## config.mk

```make
export PLATFORM = sky130hd
export DESIGN_NAME = sha1_message_digest_top
export DESIGN_NICKNAME = d
export VERILOG_FILES = /design/src/hdl/smd_pkg.sv /design/src/hdl/sha1_message_digest_top.sv
export VERILOG_INCLUDE_DIRS = /design/src /design/src/hdl
export SDC_FILE = /design/constraint.sdc
export NUM_CORES = 2
export LEC_CHECK = 0
export BUFFER_PORTS_ARGS = -buffer_cell sky130_fd_sc_hd__clkbuf_2
export CAP_MARGIN = 20
export CORE_MARGIN = 1
export CORE_UTILIZATION = 40
export DETAILED_ROUTE_END_ITERATION = 8
export GPL_TIMING_DRIVEN = 1
export PLACE_DENSITY_LB_ADDON = 0.08
export SLEW_MARGIN = 10
export SYNTH_ARGS = -nofsm -noshare
export SYNTH_HDL_FRONTEND = slang
export SYNTH_SLANG_ARGS = --single-unit
export TNS_END_PERCENT = 20
```

## constraint.sdc

```tcl
create_clock -name clk -period 23.3 [get_ports clk]
set_input_delay 4.66 -clock clk [delete_from_list [all_inputs] [get_ports clk]]
set_output_delay 4.66 -clock clk [all_outputs]
set_load 0.005 [all_outputs]
```

## src/hdl/sha1_message_digest_top_defines.svh

```systemverilog
// Assertion helpers for the SHA-1 digest engine.
`ifndef SHA1_MESSAGE_DIGEST_TOP_DEFINES_SVH
`define SHA1_MESSAGE_DIGEST_TOP_DEFINES_SVH

// Same-cycle implication, disabled while reset is held.
`define SMD_ASSERT_NOW(lbl, ante, cons, msg) \
  lbl: assert property (@(posedge clk) disable iff (!rst_n) (ante) |-> (cons)) else $error(msg);

// Next-cycle implication, disabled while reset is held.
`define SMD_ASSERT_NEXT(lbl, ante, cons, msg) \
  lbl: assert property (@(posedge clk) disable iff (!rst_n) (ante) |=> (cons)) else $error(msg);

`endif

```

## src/hdl/smd_pkg.sv

```systemverilog
package smd_pkg;

  typedef enum logic [3:0] {
    ST_IDLE,
    ST_PAD,
    ST_LEN_HI,
    ST_LEN_LO,
    ST_C_START,
    ST_C_B,
    ST_C_C,
    ST_C_FIN,
    ST_DONE
  } smd_state_t;

  localparam logic [31:0] IV0 = 32'h67452301;
  localparam logic [31:0] IV1 = 32'hefcdab89;
  localparam logic [31:0] IV2 = 32'h98badcfe;
  localparam logic [31:0] IV3 = 32'h10325476;
  localparam logic [31:0] IV4 = 32'hc3d2e1f0;

  localparam logic [31:0] K0 = 32'h5a827999;
  localparam logic [31:0] K1 = 32'h6ed9eba1;
  localparam logic [31:0] K2 = 32'h8f1bbcdc;
  localparam logic [31:0] K3 = 32'hca62c1d6;

  localparam logic [7:0] PAD_MARK    = 8'h80;
  localparam logic [5:0] LEN_POS     = 6'd56;
  localparam logic [5:0] LAST_POS    = 6'd63;
  localparam logic [3:0] LEN_HI_IDX  = 4'd14;
  localparam logic [3:0] LEN_LO_IDX  = 4'd15;
  localparam logic [6:0] LAST_ROUND  = 7'd79;

  function automatic logic [31:0] rotl1(input logic [31:0] x);
    return {x[30:0], x[31]};
  endfunction

  function automatic logic [31:0] rotl5(input logic [31:0] x);
    return {x[26:0], x[31:27]};
  endfunction

  function automatic logic [31:0] rotl30(input logic [31:0] x);
    return {x[1:0], x[31:2]};
  endfunction

endpackage

```

## src/hdl/sha1_message_digest_top.sv

```systemverilog
// Operation: message bytes are accepted only in the idle state; input stalls while a block is
// compressed (80 rounds through the two-port block memory, plus load and add).
// Last item: byte-wise padding, two length writes, one or two compressions, then the
// digest register loads.
// Reset (rst_n low, synchronous): chaining words to the initial values, counters
// cleared, no digest pending. The block memory holds no reset.
`include "sha1_message_digest_top_defines.svh"

module sha1_message_digest_top
  import smd_pkg::*;
(
  input  logic         clk,
  input  logic         rst_n,
  input  logic         in_tvalid,
  output logic         in_tready,
  input  logic [7:0]   in_tdata,   // [7:0] data_byte
  input  logic         in_tuser,   // [0] byte_valid
  input  logic         in_tlast,   // last
  output logic         out_tvalid,
  input  logic         out_tready,
  output logic [159:0] out_tdata   // [31:0] digest_word_0 .. [159:128] digest_word_4
);

  smd_state_t state_r, state_nxt, ret_r, ret_nxt;

  logic [31:0] blk_mem [16];
  logic [31:0] q0_r, q1_r;
  logic        wr_en;
  logic [3:0]  wr_addr, rd_addr0, rd_addr1;
  logic [31:0] wr_data;

  logic [31:0] chain_r [5];
  logic [31:0] a_r, b_r, c_r, d_r, e_r;
  logic [31:0] x_r;
  logic [31:0] word_r, word_nxt;
  logic [5:0]  pos_r;
  logic [63:0] bitcnt_r;
  logic [6:0]  round_r;
  logic        pad_first_r;
  logic        out_valid_r;
  logic [159:0] out_data_r;

  logic        put_en;
  logic [7:0]  put_byte;
  logic        in_fire, done_fire;
  logic [31:0] w_cur, f_cur, k_cur, tmp_cur;

  assign in_fire   = in_tvalid && in_tready;
  assign done_fire = (state_r == ST_DONE) && (!out_valid_r || out_tready);

  // Next state.
  always_comb begin
    state_nxt = state_r;
    ret_nxt   = ret_r;
    unique case (state_r)
      ST_IDLE: begin
        if (in_fire) begin
          if (in_tuser && pos_r == LAST_POS) begin
            state_nxt = ST_C_START;
            ret_nxt   = in_tlast ? ST_PAD : ST_IDLE;
          end else if (in_tlast) begin
            state_nxt = ST_PAD;
          end
        end
      end
      ST_PAD: begin
        if (pad_first_r || pos_r != LEN_POS) begin
          if (pos_r == LAST_POS) begin
            state_nxt = ST_C_START;
            ret_nxt   = ST_PAD;
          end
        end else begin
          state_nxt = ST_LEN_HI;
        end
      end
      ST_LEN_HI: state_nxt = ST_LEN_LO;
      ST_LEN_LO: begin
        state_nxt = ST_C_START;
        ret_nxt   = ST_DONE;
      end
      ST_C_START: state_nxt = ST_C_B;
      ST_C_B:     state_nxt = ST_C_C;
      ST_C_C:     state_nxt = (round_r == LAST_ROUND) ? ST_C_FIN : ST_C_B;
      ST_C_FIN:   state_nxt = ret_r;
      ST_DONE:    if (done_fire) state_nxt = ST_IDLE;
      default:    state_nxt = ST_IDLE;
    endcase
  end

  // Outputs and memory port control.
  always_comb begin
    in_tready = 1'b0;
    put_en    = 1'b0;
    put_byte  = in_tdata;
    wr_en     = 1'b0;
    wr_addr   = pos_r[5:2];
    wr_data   = word_nxt;
    rd_addr0  = round_r[3:0] + 4'd14;
    rd_addr1  = round_r[3:0] + 4'd9;
    unique case (state_r)
      ST_IDLE: begin
        in_tready = 1'b1;
        put_en    = in_tvalid && in_tuser;
      end
      ST_PAD: begin
        put_en   = pad_first_r || (pos_r != LEN_POS);
        put_byte = pad_first_r ? PAD_MARK : 8'h00;
      end
      ST_LEN_HI: begin
        wr_en   = 1'b1;
        wr_addr = LEN_HI_IDX;
        wr_data = bitcnt_r[63:32];
      end
      ST_LEN_LO: begin
        wr_en   = 1'b1;
        wr_addr = LEN_LO_IDX;
        wr_data = bitcnt_r[31:0];
      end
      ST_C_START: begin
        // pair A of round 0: schedule taps, unused below round 16
        rd_addr0 = 4'd13;
        rd_addr1 = 4'd8;
      end
      ST_C_B: begin
        rd_addr0 = round_r[3:0] + 4'd2;
        rd_addr1 = round_r[3:0];
      end
      ST_C_C: begin
        // write this round's word, issue pair A of the next round
        wr_en   = 1'b1;
        wr_addr = round_r[3:0];
        wr_data = w_cur;
      end
      ST_C_FIN, ST_DONE: ;
      default: ;
    endcase
    if (put_en) wr_en = 1'b1;
  end

  // Byte packing: a new word starts with its top byte.
  always_comb begin
    unique case (pos_r[1:0])
      2'd0: word_nxt = {put_byte, 24'h000000};
      2'd1: word_nxt = word_r | {8'h00, put_byte, 16'h0000};
      2'd2: word_nxt = word_r | {16'h0000, put_byte, 8'h00};
      2'd3: word_nxt = word_r | {24'h000000, put_byte};
      default: word_nxt = word_r;
    endcase
  end

  // Round function.
  always_comb begin
    w_cur = (round_r < 7'd16) ? q1_r : rotl1(x_r ^ q0_r ^ q1_r);
    if (round_r < 7'd20) begin
      f_cur = (b_r & c_r) | (~b_r & d_r);
      k_cur = K0;
    end else if (round_r < 7'd40) begin
      f_cur = b_r ^ c_r ^ d_r;
      k_cur = K1;
    end else if (round_r < 7'd60) begin
      f_cur = (b_r & c_r) | (b_r & d_r) | (c_r & d_r);
      k_cur = K2;
    end else begin
      f_cur = b_r ^ c_r ^ d_r;
      k_cur = K3;
    end
    tmp_cur = rotl5(a_r) + f_cur + e_r + k_cur + w_cur;
  end

  always_ff @(posedge clk) begin
    if (wr_en) blk_mem[wr_addr] <= wr_data;
    q0_r <= blk_mem[rd_addr0];
    q1_r <= blk_mem[rd_addr1];
  end

  always_ff @(posedge clk) begin
    if (!rst_n) begin
      state_r     <= ST_IDLE;
      ret_r       <= ST_IDLE;
      pos_r       <= '0;
      bitcnt_r    <= '0;
      round_r     <= '0;
      pad_first_r <= 1'b0;
      out_valid_r <= 1'b0;
      chain_r[0]  <= IV0;
      chain_r[1]  <= IV1;
      chain_r[2]  <= IV2;
      chain_r[3]  <= IV3;
      chain_r[4]  <= IV4;
    end else begin
      state_r <= state_nxt;
      ret_r   <= ret_nxt;
      if (put_en) pos_r <= pos_r + 6'd1;
      if (state_r == ST_IDLE && put_en) bitcnt_r <= bitcnt_r + 64'd8;
      if (state_r == ST_IDLE && in_fire && in_tlast) pad_first_r <= 1'b1;
      else if (state_r == ST_PAD && put_en) pad_first_r <= 1'b0;
      if (state_r == ST_C_START) round_r <= '0;
      else if (state_r == ST_C_C && round_r != LAST_ROUND) round_r <= round_r + 7'd1;
      if (state_r == ST_C_FIN) begin
        chain_r[0] <= chain_r[0] + a_r;
        chain_r[1] <= chain_r[1] + b_r;
        chain_r[2] <= chain_r[2] + c_r;
        chain_r[3] <= chain_r[3] + d_r;
        chain_r[4] <= chain_r[4] + e_r;
      end
      if (done_fire) begin
        out_valid_r <= 1'b1;
        pos_r       <= '0;
        bitcnt_r    <= '0;
        chain_r[0]  <= IV0;
        chain_r[1]  <= IV1;
        chain_r[2]  <= IV2;
        chain_r[3]  <= IV3;
        chain_r[4]  <= IV4;
      end else if (out_tready) begin
        out_valid_r <= 1'b0;
      end
    end
  end

  // Datapath registers, no reset.
  always_ff @(posedge clk) begin
    if (put_en) word_r <= word_nxt;
    if (state_r == ST_C_B) x_r <= q0_r ^ q1_r;
    if (state_r == ST_C_START) begin
      a_r <= chain_r[0];
      b_r <= chain_r[1];
      c_r <= chain_r[2];
      d_r <= chain_r[3];
      e_r <= chain_r[4];
    end else if (state_r == ST_C_C) begin
      e_r <= d_r;
      d_r <= c_r;
      c_r <= rotl30(b_r);
      b_r <= a_r;
      a_r <= tmp_cur;
    end
    if (done_fire) out_data_r <= {chain_r[4], chain_r[3], chain_r[2], chain_r[1], chain_r[0]};
  end

  assign out_tvalid = out_valid_r;
  assign out_tdata  = out_data_r;

  `SMD_ASSERT_NOW(a_round_range, (state_r == ST_C_B || state_r == ST_C_C), (round_r <= LAST_ROUND), "round counter out of range")
  `SMD_ASSERT_NOW(a_len_pos, (state_r == ST_LEN_HI), (pos_r == LEN_POS), "length written at wrong byte position")
  `SMD_ASSERT_NEXT(a_comp_start, (state_r == ST_C_START), (state_r == ST_C_B && round_r == 7'd0), "compression did not start at round 0")

endmodule
```

* Yosys cells after proc, flatten, opt, wreduce, memory -nomap -nowiden
Memories as Yosys holds them, arrays and structs flattened. A register that Yosys moved wholly into a read port is not among the register bits. Index checks and enable logic that the tools add are counted.
Cells by class: add/subtract/negate cells 15, magnitude comparators 4, equality and inequality tests 22, mux-type cells 65, bitwise logic cells 27, reduce and logical (&&, ||, !) cells 23
Operators by type and width (count):
- 32-bit 2-to-1 mux | 26
- 32-bit adder | 9
- 32-bit XOR | 5
- 32-bit bitwise AND | 4
- 32-bit one-hot mux with 4 select lines | 1
- 32-bit bitwise OR | 3
- 32-bit one-hot mux with 3 select lines | 1
- 64-bit by 4-bit adder with 64-bit output, second input constant | 1
- 4-bit 2-to-1 mux | 10
- 4-bit one-hot mux with 9 select lines | 1
- 32-bit inverter | 1
- 32-bit by 16-bit bitwise OR with 32-bit output | 1
- 32-bit by 24-bit bitwise OR with 32-bit output | 1
- 32-bit by 8-bit bitwise OR with 32-bit output | 1
- 31-bit 2-to-1 mux | 1
- 4-bit one-hot mux with 3 select lines | 2
- 1-bit 2-to-1 mux | 17
- 4-bit by 3-bit == test with 1-bit output, second input constant | 4
- 8-bit 2-to-1 mux | 2
- 4-bit one-hot mux with 2 select lines | 2
- 7-bit by 5-bit < comparator with 1-bit output, second input constant | 2
- 7-bit by 6-bit < comparator with 1-bit output, second input constant | 2
- 2-bit != test, second input constant | 5
- 1-bit bitwise OR | 10
- other kinds (28) | 44
Word-level totals: flip-flop bits (word level) 471, bits in writable memories 672, input bits 14, output and inout port bits 162, word-level logic and storage cells 173, memories 2
Memory list:
- blk_mem | words 16, width 32, rd ports 2, clocked after Yosys merged registers in 2, wr ports 1, RTL line sha1_message_digest_top.sv:26 | logic [31:0] blk_mem [16];
- chain_r | words 5, width 32, rd ports 5, clocked after Yosys merged registers in 0, wr ports 5, RTL line sha1_message_digest_top.sv:32 | logic [31:0] chain_r [5];

* Logic depth before layout (Yosys ltp)
depth after elaboration 12, mapped depth 24, mapped depth without buffers 21

* Worst setup path after synthesis
OpenSTA, ideal clock, no wires.
kind reg2reg, start register state_r[0], end register a_r[0] (enable), setup time 875 ps, arrival time 11853 ps, data required time 22425 ps, setup slack 10571 ps, cell stages (with the launch flop) 5, buffers on the path 3, period minus slack after synthesis 12729 ps, cell sequence dfxtp_1 > clkbuf_1 > buf_1 > buf_1 > nor3_1
On the way: word-level cells in the longest chain between the ends 2, elaborated cells between the ends (all ways) 3, those cells by class eq/ne (2); reduce/logical (1)
Ends and longest elaborated chain:
- from (decl) | RTL line sha1_message_digest_top.sv:24 | smd_state_t state_r, state_nxt, ret_r, ret_nxt;
- from (signal assigned) | RTL line sha1_message_digest_top.sv:191 | state_r <= state_nxt;
- 4-bit by 3-bit == test with 1-bit output, on equally long branches | RTL line sha1_message_digest_top.sv:225, sha1_message_digest_top.sv:231
- 2-bit nonzero test (no source line) *
- to (signal assigned) | RTL line sha1_message_digest_top.sv:226 | a_r <= chain_r[0];
- to (signal assigned) | RTL line sha1_message_digest_top.sv:236 | a_r <= tmp_cur;
- to (decl) | RTL line sha1_message_digest_top.sv:33 | logic [31:0] a_r, b_r, c_r, d_r, e_r;
Every way passes the cells marked *; elsewhere a longest branch is shown, timed or not. A chain may end at the register's enable or synchronous reset.

==> results.md <==
- Global-route wire length before repair: 300000 um
- Post-cts sizing count: 0
- Req. time, crit path: 23.70 ns
- Kind of critical path: input pin to flop
- TritonCTS clock tree: yes
- RSZ-0062 raised after global routing: false
- Total wire length: 207000 um
- 1st-iter DRT viols: 3780
- Initial antenna violation count: 3
- Most common cell after layout, fill and taps aside: sky130_fd_sc_hd__nand2_1
- Count of unique library cells instantiated by Yosys: 78
- Arrival time of data at the critical path endpoint: 8.31 ns
- Fmax: 126 MHz
- Die extent in x: 402 um
- Residual overflow from global routing: 0
- Placement Rows: 146
- Total CTS buffers: 141
- Summed negative setup slack over all endpoints: 0 ns
- Effective utilization at floorplan: 40.3%
- Critical Path Sink Type: flop
- Synthesis-to-layout area growth: 12.6%
- Outcome: finished, final reports clean
- Startpoint of the worst hold path: ret_r[3]
- Crit share post-route: 34.0%
- Vias post-DR: 45979
- Clock period minus final worst setup slack: 7.91 ns
- Final max-slew violation count: 0
- Hold EP: state_r[3]
- Setup slack of the critical path after layout: 15.39 ns
- Post-Syn Instances: 5837
- Setup skew after layout: 0.0311 ns
- Fraction of registers with async set or reset after synthesis: 0%
- Total power density per cell area: 73.2 mW/mm^2
- Number of cells on the worst reg-to-reg path: 19
- Vias per std cell: 5.66
- Setup slack at placement: 14.56 ns
- Post-CTS setup-driven buffer insertion count: 0
- Share of layout cells above drive strength 1: 9.45%
- Cell depth of the worst min-delay path: 2
- Critical path launch point: rst_n
- Placed wire-length estimate after detailed placement: 135000 um
- Final number of setup-violating endpoints: 0
- Number of top-level pins: 176
- Post-synthesis area per instance: 10.9 um^2
- P_leak: 26.3 nW
- Warning count from the yosys run: 0
- Root cell of the clock tree: sky130_fd_sc_hd__clkbuf_16
- Netlist Area Pre-Place: 0.0638 mm^2
- Max-cap check violation count: 0
- Die area: 0.161 mm^2
- Actual transition at the worst max-transition pin: 1.24 ns
- Launching element type of the critical path: input pin
- EDFF count, synth: 1056
- Number of global-route vias before repair: 44774
- Number of detailed-routing iterations run before antenna repair: 6
- Core area: 0.158 mm^2
- CTS Hold Buffers Added: 0
- Internal reg-to-reg setup slack: 15.79 ns
- Post-route DRC: 0
- Final hold viol count: 0
- Sequential share of the synthesized area: 54.2%
- Largest buffer count on any clock path: 3
- Post-synthesis register bit count: 1202
- Net count of the mapped netlist: 6179
- Kind of path behind the tightest hold check: flop to flop
- Diode insertion count for antenna repair: 0
- Final RePlAce weighted congestion: 0.941
- FF-to-FF Start: round_r[2]
- H-tree levels: 4
- Number of buffers inserted by port buffering: 175
- Final cell utilization of the core: 45.4%
- Number of nets still failing antenna checks after routing: 0
- Clock Latency Late Sink: 0.78 ns
- Number of clock sinks seen by CTS: 1202
- Clock Pin Slew Worst Setup and Hold Paths: 0.06 ns
- Primary flip-flop cell chosen by synthesis mapping: sky130_fd_sc_hd__edfxtp_1
- Mean routed wirelength per cell: 25.5 um
- Chip height: 402 um
- Largest fanout on the critical path: 68
- Commonest cells after routing, fill and taps aside: sky130_fd_sc_hd__nand2_1 (1145), sky130_fd_sc_hd__edfxtp_1 (1056), sky130_fd_sc_hd__nor2_1 (363)
- Endpoint of the worst register-to-register path: a_r[30]
- Total routing usage reported by global routing: 25.3%
- Max_slew headroom: 16.8%
- Nets: 6282
- Largest net degree at the start of global routing: 207
- Max VDD drop: 0.0000692 V
logic make-up (layout without fill, tap and decap cells):
| logic type | after synthesis | count (layout) | share of synthesized area (%) |
|---|---|---|---|
| compound gates | 1326 | 1326 | 14.1 |
| flops | 1202 | 1202 | 54.2 |
| xor+xnor | 254 | 254 | 3.48 |
| fa+ha+maj | 328 | 328 | 7.91 |
| buf+inv | 511 | 729 | 3.02 |
| simple gates | 2054 | 2054 | 14.1 |
| mux | 162 | 162 | 3.13 |
cells in the mapped netlist (13+ instances only):
master                     count  area share (%)
sky130_fd_sc_hd__nor3_1       56            0.44
sky130_fd_sc_hd__a21oi_1     256             2.0
sky130_fd_sc_hd__o21ai_0     215             1.7
sky130_fd_sc_hd__o211ai_1     30            0.35
sky130_fd_sc_hd__and2_1      211             2.1
sky130_fd_sc_hd__o221ai_1     17            0.23
sky130_fd_sc_hd__a311oi_1     69            0.95
sky130_fd_sc_hd__a21o_1       74            0.87
sky130_fd_sc_hd__xor2_1      136             1.9
sky130_fd_sc_hd__fa_1        126             4.0
sky130_fd_sc_hd__or3_1        24            0.24
sky130_fd_sc_hd__mux4_2       30             1.1
sky130_fd_sc_hd__mux2i_1     130             2.0
sky130_fd_sc_hd__buf_1        30            0.18
sky130_fd_sc_hd__a31oi_1     145             1.4
sky130_fd_sc_hd__nand4_1      20            0.20
sky130_fd_sc_hd__and3_1       33            0.32
sky130_fd_sc_hd__ha_1        202             4.0
sky130_fd_sc_hd__inv_1       203             1.2
sky130_fd_sc_hd__dfxtp_1     146             4.6
sky130_fd_sc_hd__nand2b_1     36            0.35
sky130_fd_sc_hd__a22o_1       24            0.33
sky130_fd_sc_hd__nor2b_1      28            0.27
sky130_fd_sc_hd__o21bai_1     21            0.25
sky130_fd_sc_hd__o31ai_1      17            0.20
sky130_fd_sc_hd__a211oi_1    257             3.0
sky130_fd_sc_hd__o21a_1       32            0.38
sky130_fd_sc_hd__a221o_1      82             1.3
sky130_fd_sc_hd__nand3_1      61            0.48
sky130_fd_sc_hd__nor3b_1      13            0.15
sky130_fd_sc_hd__nand2_1    1149             6.8
sky130_fd_sc_hd__clkbuf_1    273             1.6
sky130_fd_sc_hd__edfxtp_1   1056              50
sky130_fd_sc_hd__xnor2_1     118             1.6
sky130_fd_sc_hd__nor2_1      383             2.3
routing by layer:
metal | vias up | global-route usage [%] | routed length [um]
met4 | 2 | 11.5 | 9830
li1 | 21528 | - | -
met2 | 1239 | 42.7 | 99700
met1 | 22843 | 32.3 | 87500
met5 | - | 0 | 13
met3 | 367 | 3.44 | 9740
worst max-delay path, cell delays in order:
cell                       delay (ns)
sky130_fd_sc_hd__clkbuf_2        0.39
sky130_fd_sc_hd__nand2_2         0.15
sky130_fd_sc_hd__buf_4           0.59
sky130_fd_sc_hd__or2_4           0.82
sky130_fd_sc_hd__buf_4           0.75
sky130_fd_sc_hd__buf_4           0.71
layout make-up:
class / count / area [um^2]
clock buffer: 184 / 3830
multi-input combinational: 4124 / 27600
inverter: 204 / 771
clock inverter: 74 / 887
fill: 14632 / 86500
sequential: 1202 / 34600
tap: 2072 / 2590
timing repair buffer: 267 / 1620
worst max path at each step:
stage,endpoint
floorplan,a_r[0]
global placement,chain_r[0][129]
detailed placement,chain_r[0][104]
CTS,chain_r[0][104]
global route,chain_r[0][129]
finish,chain_r[0][63]
where the power goes:
part / leakage [nW] / switching (W) / internal, W
clock: 2.29 / 0.000928 / 0.00134
combinational: 13.3 / 0.000347 / 0.000205
sequential: 10.8 / 0.0000339 / 0.00241
state kept, by name, summed over array words and instances, names as in the netlist:
signal       flops
a_r             32
b_r             32
bitcnt_r        61
blk_mem        512
c_r             32
chain_r        160
d_r             32
e_r             32
out_tdata      160
out_tvalid       1
pad_first_r      1
pos_r            6
q0_r            32
q1_r            32
ret_r            2
round_r          7
state_r          4
word_r          32
x_r             32
metrics by stage:
step | power, W | hold WS [ns] | instances | cell area [um^2]
floorplan | 0.00286 | 0.443 | 5837 | 63900
global placement | 0.00303 | 0.464 | 7861 | 67100
detailed placement | 0.00303 | 0.464 | 7863 | 67100
CTS | 0.00531 | 0.484 | 8121 | 71900
global route | 0.00544 | 0.509 | 8127 | 71900
finish | 0.00527 | 0.481 | 8127 | 71900
No activity file was read; power rests on OpenSTA's default activity.
